$ cat config.mk
export PLATFORM = sky130hd
export DESIGN_NAME = half_step_stepper_positioner
export DESIGN_NICKNAME = d
export VERILOG_FILES = /design/src/hdl/hsp_pkg.sv /design/src/hdl/hsp_step_unit.sv /design/src/hdl/half_step_stepper_positioner.sv
export SDC_FILE = /design/constraint.sdc
export NUM_CORES = 1
export LEC_CHECK = 0
export BUFFER_PORTS_ARGS = -buffer_cell sky130_fd_sc_hd__buf_2
export CORE_AREA = 5 5 185 205
export DETAILED_ROUTE_END_ITERATION = 16
export DIE_AREA = 0 0 190 210
export PLACE_DENSITY = 0.5
export SETUP_SLACK_MARGIN = 0.4
export SLEW_MARGIN = 5
export SYNTH_ARGS = -nofsm -noshare
export SYNTH_HDL_FRONTEND = slang
export SYNTH_SLANG_ARGS = --single-unit
export TNS_END_PERCENT = 30
$ cat constraint.sdc
create_clock -name clk -period 11.1 [get_ports clk]
set_input_delay 2.775 -clock clk [delete_from_list [all_inputs] [get_ports clk]]
set_output_delay 2.775 -clock clk [all_outputs]
set_load 0.03 [all_outputs]
$ cat src/hdl/hsp_pkg.sv
package hsp_pkg;

  localparam int DEST_COUNT  = 16;
  localparam int DEST_W      = 4;
  localparam int POS_W       = 16;
  localparam int PERIOD_W    = 20;
  localparam int SPD_W       = 12;
  localparam int PROD_W      = DEST_W + SPD_W;
  localparam int CFG_IDX_W   = 1;
  localparam int CFG_W       = PERIOD_W;
  localparam int COIL_W      = 4;
  localparam int IN_TDATA_W  = 8;
  localparam int IN_TUSER_W  = 1;
  localparam int OUT_FIELD_W = COIL_W + 1 + 1 + POS_W + DEST_W;
  localparam int OUT_TDATA_W = ((OUT_FIELD_W + 7) / 8) * 8;

  localparam logic [PERIOD_W-1:0] ELAPSED_MAX   = '1;
  localparam logic [POS_W-1:0]    POS_MAX       = '1;
  localparam logic [DEST_W-1:0]   DEST_LAST     = DEST_W'(DEST_COUNT - 1);
  localparam logic [PERIOD_W-1:0] PERIOD_RESET  = PERIOD_W'(488);
  localparam logic [SPD_W-1:0]    SPD_RESET     = SPD_W'(512);

  typedef enum logic [CFG_IDX_W-1:0] {
    CFG_STEP_PERIOD    = 1'b0,
    CFG_STEPS_PER_DEST = 1'b1
  } cfg_idx_t;

  typedef enum logic [0:0] {
    CMD_TICK = 1'b0,
    CMD_SET  = 1'b1
  } cmd_t;

  typedef struct packed {
    logic [DEST_W-1:0] destination_now;
    logic [POS_W-1:0]  position;
    logic              stepped;
    logic              moving;
    logic [COIL_W-1:0] coil_pattern;
  } hsp_result_t;

  // eight-phase half-step sequence, bit3 coil1 .. bit0 coil4
  function automatic logic [COIL_W-1:0] coil_of(input logic [2:0] phase);
    logic [COIL_W-1:0] pat;
    unique case (phase)
      3'd0: pat = 4'b1000;
      3'd1: pat = 4'b1100;
      3'd2: pat = 4'b0100;
      3'd3: pat = 4'b0110;
      3'd4: pat = 4'b0010;
      3'd5: pat = 4'b0011;
      3'd6: pat = 4'b0001;
      3'd7: pat = 4'b1001;
      default: pat = '0;
    endcase
    return pat;
  endfunction

endpackage

$ cat src/hdl/hsp_step_unit.sv
module hsp_step_unit (
  input  logic                      clk,
  input  logic                      rst_n,
  input  logic                      cfg_we,
  input  logic [hsp_pkg::CFG_IDX_W-1:0] cfg_index,
  input  logic [hsp_pkg::CFG_W-1:0] cfg_wdata,
  input  logic                      fire,
  input  hsp_pkg::cmd_t             cmd,
  input  logic [hsp_pkg::DEST_W-1:0] destination,
  output hsp_pkg::hsp_result_t      result
);
  import hsp_pkg::*;

  logic [PERIOD_W-1:0] period_r;
  logic [SPD_W-1:0]    spd_r;
  logic [POS_W-1:0]    position_r, position_nxt;
  logic [POS_W-1:0]    target_r, target_nxt;
  logic [POS_W-1:0]    remaining_r, remaining_nxt;
  logic                moving_r, moving_nxt;
  logic [PERIOD_W-1:0] elapsed_r, elapsed_nxt;
  logic [DEST_W-1:0]   dest_r, dest_nxt;
  logic [COIL_W-1:0]   coil_r, coil_nxt;
  logic                stepped;

  logic [DEST_W-1:0]   dest_sat;
  logic [PROD_W-1:0]   prod;
  logic [POS_W-1:0]    target_new;
  logic [PERIOD_W-1:0] elapsed_inc;
  logic                going_up;

  always_comb begin
    dest_sat    = (destination > DEST_LAST) ? DEST_LAST : destination;
    prod        = PROD_W'(dest_sat) * PROD_W'(spd_r);
    target_new  = (prod > PROD_W'(POS_MAX)) ? POS_MAX : POS_W'(prod);
    elapsed_inc = (elapsed_r == ELAPSED_MAX) ? elapsed_r : elapsed_r + 1'b1;
    going_up    = target_r > position_r;

    position_nxt  = position_r;
    target_nxt    = target_r;
    remaining_nxt = remaining_r;
    moving_nxt    = moving_r;
    elapsed_nxt   = elapsed_r;
    dest_nxt      = dest_r;
    coil_nxt      = coil_r;
    stepped       = 1'b0;

    unique case (cmd)
      CMD_SET: begin
        target_nxt    = target_new;
        remaining_nxt = (target_new > position_r) ? target_new - position_r
                                                  : position_r - target_new;
        dest_nxt      = dest_sat;
        if (remaining_nxt != '0) begin
          moving_nxt = 1'b1;
        end
      end
      CMD_TICK: begin
        elapsed_nxt = elapsed_inc;
        if (remaining_r == '0) begin
          moving_nxt = 1'b0;
        end else begin
          moving_nxt = 1'b1;
          if (elapsed_inc >= period_r) begin
            position_nxt  = going_up ? position_r + 1'b1 : position_r - 1'b1;
            remaining_nxt = remaining_r - 1'b1;
            elapsed_nxt   = '0;
            coil_nxt      = coil_of(position_nxt[2:0]);
            stepped       = 1'b1;
          end
        end
      end
      default: ;
    endcase
  end

  always_ff @(posedge clk) begin
    if (!rst_n) begin
      period_r    <= PERIOD_RESET;
      spd_r       <= SPD_RESET;
      position_r  <= '0;
      target_r    <= '0;
      remaining_r <= '0;
      moving_r    <= 1'b0;
      elapsed_r   <= ELAPSED_MAX;
      dest_r      <= '0;
      coil_r      <= '0;
    end else begin
      if (cfg_we) begin
        unique case (cfg_idx_t'(cfg_index))
          CFG_STEP_PERIOD:    period_r <= cfg_wdata;
          CFG_STEPS_PER_DEST: spd_r    <= cfg_wdata[SPD_W-1:0];
          default: ;
        endcase
      end
      if (fire) begin
        position_r  <= position_nxt;
        target_r    <= target_nxt;
        remaining_r <= remaining_nxt;
        moving_r    <= moving_nxt;
        elapsed_r   <= elapsed_nxt;
        dest_r      <= dest_nxt;
        coil_r      <= coil_nxt;
      end
    end
  end

  always_comb begin
    result.coil_pattern    = coil_nxt;
    result.moving          = moving_nxt;
    result.stepped         = stepped;
    result.position        = position_nxt;
    result.destination_now = dest_nxt;
  end

endmodule

$ cat src/hdl/half_step_stepper_positioner.sv
// Half-step stepper positioner. Each input transfer is either a one
// microsecond tick (tuser 0) or a new destination slot (tuser 1), and each
// gives exactly one result transfer with the coil drive, the moving and
// stepped flags, the position and the last destination. An item enters an
// input register, is folded into the position state by one combinational
// update pass and lands in the result register; one item is taken every
// cycle while the result side keeps up. A destination sets the target
// to the destination slot times the slot spacing register; ticks then step
// one half step each time step_period_us microseconds have gone by, the
// first step after reset being immediate. Write the two registers only while
// no item is in flight.
module half_step_stepper_positioner (
  input  logic                          clk,
  input  logic                          rst_n,
  input  logic                          in_tvalid,
  output logic                          in_tready,
  // [3:0] destination
  input  logic [hsp_pkg::IN_TDATA_W-1:0] in_tdata,
  // [0] cmd
  input  logic [hsp_pkg::IN_TUSER_W-1:0] in_tuser,
  output logic                          out_tvalid,
  input  logic                          out_tready,
  // [3:0] coil_pattern, [4] moving, [5] stepped, [21:6] position,
  // [25:22] destination_now
  output logic [hsp_pkg::OUT_TDATA_W-1:0] out_tdata,
  input  logic                          cfg_we,
  input  logic [hsp_pkg::CFG_IDX_W-1:0] cfg_index,
  input  logic [hsp_pkg::CFG_W-1:0]     cfg_wdata
);
  import hsp_pkg::*;

  logic              in_valid_r;
  cmd_t              cmd_r;
  logic [DEST_W-1:0] dest_r;
  logic              out_valid_r;
  hsp_result_t       out_r;
  hsp_result_t       result;
  logic              advance;
  logic              fire;

  assign advance   = !out_valid_r || out_tready;
  assign fire      = in_valid_r && advance;
  assign in_tready = !in_valid_r || advance;

  always_ff @(posedge clk) begin
    if (!rst_n) begin
      in_valid_r <= 1'b0;
    end else if (in_tready) begin
      in_valid_r <= in_tvalid;
    end
  end

  always_ff @(posedge clk) begin
    if (in_tready && in_tvalid) begin
      cmd_r  <= cmd_t'(in_tuser[0]);
      dest_r <= in_tdata[DEST_W-1:0];
    end
  end

  hsp_step_unit u_step (
    .clk         (clk),
    .rst_n       (rst_n),
    .cfg_we      (cfg_we),
    .cfg_index   (cfg_index),
    .cfg_wdata   (cfg_wdata),
    .fire        (fire),
    .cmd         (cmd_r),
    .destination (dest_r),
    .result      (result)
  );

  always_ff @(posedge clk) begin
    if (!rst_n) begin
      out_valid_r <= 1'b0;
    end else if (advance) begin
      out_valid_r <= in_valid_r;
    end
  end

  always_ff @(posedge clk) begin
    if (fire) begin
      out_r <= result;
    end
  end

  assign out_tvalid = out_valid_r;
  assign out_tdata  = OUT_TDATA_W'(out_r);

endmodule

==> metrics.md <==
| Metric | Value |
|---|---|
| CTS root buf | clkbuf_16 |
| Synth async-reset ratio | 0% |
| Drt wl/cell | roughly 16 µm |
| CP Depth | 26 |
| Post-route setup slack | roughly 3.3 ns |
| Final HPWL DP | 22.5 mm |
| Share of cells above drive strength 1 | about 9% |
| Drt via density | a little over 5 |
| Outcome | complete, no violations |
| PortBufs | 58 |
| Row count | between 70 and 80 |
| Pre-antenna DRT Iters | 5 |
| Hold_buf cts | 0 |
| GR Util met1 | a little under a fifth |
| VDD IR max | between 80 and 90 µV |
| Slew HR | about a fifth |
| Synth warnings | 0 |
| Final setup viols | 0 |
| Synth-to-Final Area Change | 12.4% |
| Total power | approximately 2500 µW |
| M3 GR Usage | 2.19% |
| GR peak layer | met2 |
| Top-Level Pins | 69 |
| ANT cells | 0 |
| Max Slew Vio Count | 0 |
| CP Buf/Inv Count | 2 |
| Unrepaired setup endpoints after global routing | no |
| CP delay by family, top | compound AO/OA/AOI/OAI gates |
| Power Dens Cells | ~210 nW/µm² |
| Post-synth EDFFs | 31 |
| Worst r2r path cells | 26 |
| Register area share after synthesis | around 30% |
| #FFs+latches synth | ~140 |
| Final hold slack | ~0.45 ns |
| R2R setup slack | roughly 3.3 ns |
| Final Hold Vio Count | 0 |
| Setup Buffers After CTS | 0 |
| Clk slew on worst S/H paths | 0.07 ns |
| CP Launch Type | flop |
| Register area | approximately 3200 µm² |
| Worst slack, placed | around 3.3 ns |
| Period utilization | between 70 and 80% |
| TritonCTS clock tree | yes |
| Fmax achieved | between 100 and 150 MHz |
| First-pass GRT wire length | 47.7 mm |
| DR vias | between 9000 and 10000 |
| Total of max-cap violations | 0 |
| Largest net degree at the start of global routing | 78 |
| Clk Latency, worst-skew pair | 0.43 ns |
| Setup TNS | 0 ns |
| Worst EP required | ~11 ns |
| Die X | approximately 190 µm |
| Avg Inst Size Synth | roughly 8 µm² |
| H-tree levels | 4 |
| CP arrival | a little over 8 ns |
| Vias in the first global route | just under 9000 |
| Mapped Area | 10500 µm² |
| Starting Density | around 29% |
| Max stage delay on crit path | 0.65 ns |
| Min cycle time layout | ~8 ns |
| Overflow left after global routing | 0 |
| Worst Max-Slew Pin Slew | about 1.2 ns |
| Post-Synthesis Cells | around 1300 |
| Worst Skew | between 0.01 and 0.015 ns |
| Total GRT Usage | between 10 and 15% |
| Worst hold path cell count | 2 |
| DRC | 0 |
| Initial antenna violation count | 0 |
| Core area | 35700 µm² |
| Worst Setup End Kind | flop |
| Die span in y | 210 µm |
| Final ANT Viol Nets | 0 |
| GR Util met2 | roughly a quarter |
| Drt initial violations | 429 |
| Worst Setup Path Type | reg -> reg |
| Critical path's slowest cell | edfxtp_1 |
| Cts bufs inserted | 17 |
| Fillers | about 3800 |
| Clock sink total | 142 |
| Gates resized, CTS repair | 0 |
| Clock buffer depth | 2 |
| Synth unique cells | a little over 70 |
| Most used DFF post-synth | dfxtp_1 |
| CP max FO | 15 |
| Net count, final | 1479 |
| Pleak | 0.00508 µW |
| Area of the multi-input gates | 6720 µm² |
| Routed WL | about 30 mm |
| Commonest cells after routing, fill and taps aside | nand2_1, a21oi_1, dfxtp_1 |
| Commonest non-fill, non-tap cell in the layout | nand2_1 |
| Worst min path class | reg -> reg |
| Routability cong. | ~0.92 |
| Die area | ~40000 µm² |
==> report_power, final <==
part	switching (µW)	internal, µW	leakage (µW)
Sequential	46.1	600	0.00120
Combinational	792	483	0.00358
Clock	254	350	0.000298
==> metrics by stage <==
step | util (%) | cell area [µm²] | cells
6_report | 33.1 | 11800 | 1817
5_1_grt | 33.1 | 11800 | 1817
4_1_cts | 33.1 | 11800 | 1817
3_5_place_dp | 31.4 | 11200 | 1785
3_3_place_gp | 31.4 | 11200 | 1785
2_1_floorplan | - | 10500 | 1295
==> routing by layer <==
layer / vias to the layer above / part of all wire (%)
met2: 164 / 48
met5: - / 0
li1: 4569 / -
met3: 54 / 3.1
met4: 0 / 3.2
met1: 4364 / 46
==> worst paths after layout <==
kind | to | startpoint
worst max-delay path | u_step.moving_r | dest_r[2]
worst max register to register | u_step.moving_r | dest_r[2]
worst min-delay path | u_step.dest_r[0] | u_step.dest_r[0]
worst min register to register | u_step.dest_r[0] | u_step.dest_r[0]
==> layout make-up <==
class | count | area share (%)
clock inverters | 13 | 1.28
clock buffers | 19 | 3.84
repair buffers | 66 | 2.96
flip-flops and latches | 142 | 26.7
well taps | 487 | 5.15
inverters | 104 | 3.30
multi-input cells | 986 | 56.8
==> synth_stat cells (14+ instances only) <==
library cell  number  area share (%)
a211oi_1          15             1.1
a21o_1            20             1.4
a21oi_1          113             5.4
and2_1            33             2.0
and3_1            14            0.83
clkbuf_1          44             1.6
dfxtp_1          111              21
edfxtp_1          31             8.8
fa_1              23             4.4
ha_1             104              12
inv_1            101             3.6
mux2i_1           22             2.1
nand2_1          212             7.6
nand2b_1          15            0.89
nand3_1           26             1.2
nand4_1           18             1.1
nor2_1            72             2.6
nor3_1            23             1.1
o211ai_1          14             1.0
o21ai_0           52             2.5
xnor2_1           36             3.0
xor2_1            19             1.6
==> state kept, by name, indices dropped and copies added, names as in the netlist <==
| register | count |
|---|---|
| out_tdata | 26 |
| u_step.elapsed_r | 20 |
| u_step.period_r | 20 |
| u_step.position_r | 16 |
| u_step.remaining_r | 16 |
| u_step.target_r | 16 |
| u_step.spd_r | 12 |
| dest_r | 4 |
| u_step.coil_r | 4 |
| u_step.dest_r | 4 |
| cmd_r | 1 |
| in_valid_r | 1 |
| out_tvalid | 1 |
| u_step.moving_r | 1 |
==> kinds of logic (layout without fill, tap and decap cells) <==
kind of cell	Yosys count	count (layout)	synth area share, %
AOI/OAI and AO/OA	312	312	19.2
adders and majority gates	127	127	16.7
DFF	142	142	30.0
muxes	32	32	3.20
and+or+nand+nor	454	454	19.9
other	1	6	0.0356
xor gates and xnor gates	55	55	4.58
buffers and inverters	167	202	6.34
==> worst reg2reg max path, cell delays in order, from the launching register on <==
cell and delay (ns):
edfxtp_1 0.65, nand2_1 0.15, fa_1 0.50, fa_1 0.54, inv_1 0.07, fa_1 0.45
a21o_1 0.17, a21oi_1 0.24, o21bai_1 0.11, a21oi_1 0.22, nor2b_1 0.08, o21a_1 0.20
o31a_1 0.27, o41ai_1 0.51, xor2_1 0.26, inv_1 0.07, ha_1 0.38, nand4_1 0.16
nor4_1 0.30, a21oi_1 0.10, a21o_1 0.41, mux2_4 0.41, a211o_1 0.29, a2111oi_0 0.43
nand4_1 0.20, o31a_1 0.27, o311a_1 0.27
(Power assumes the default switching activity.)
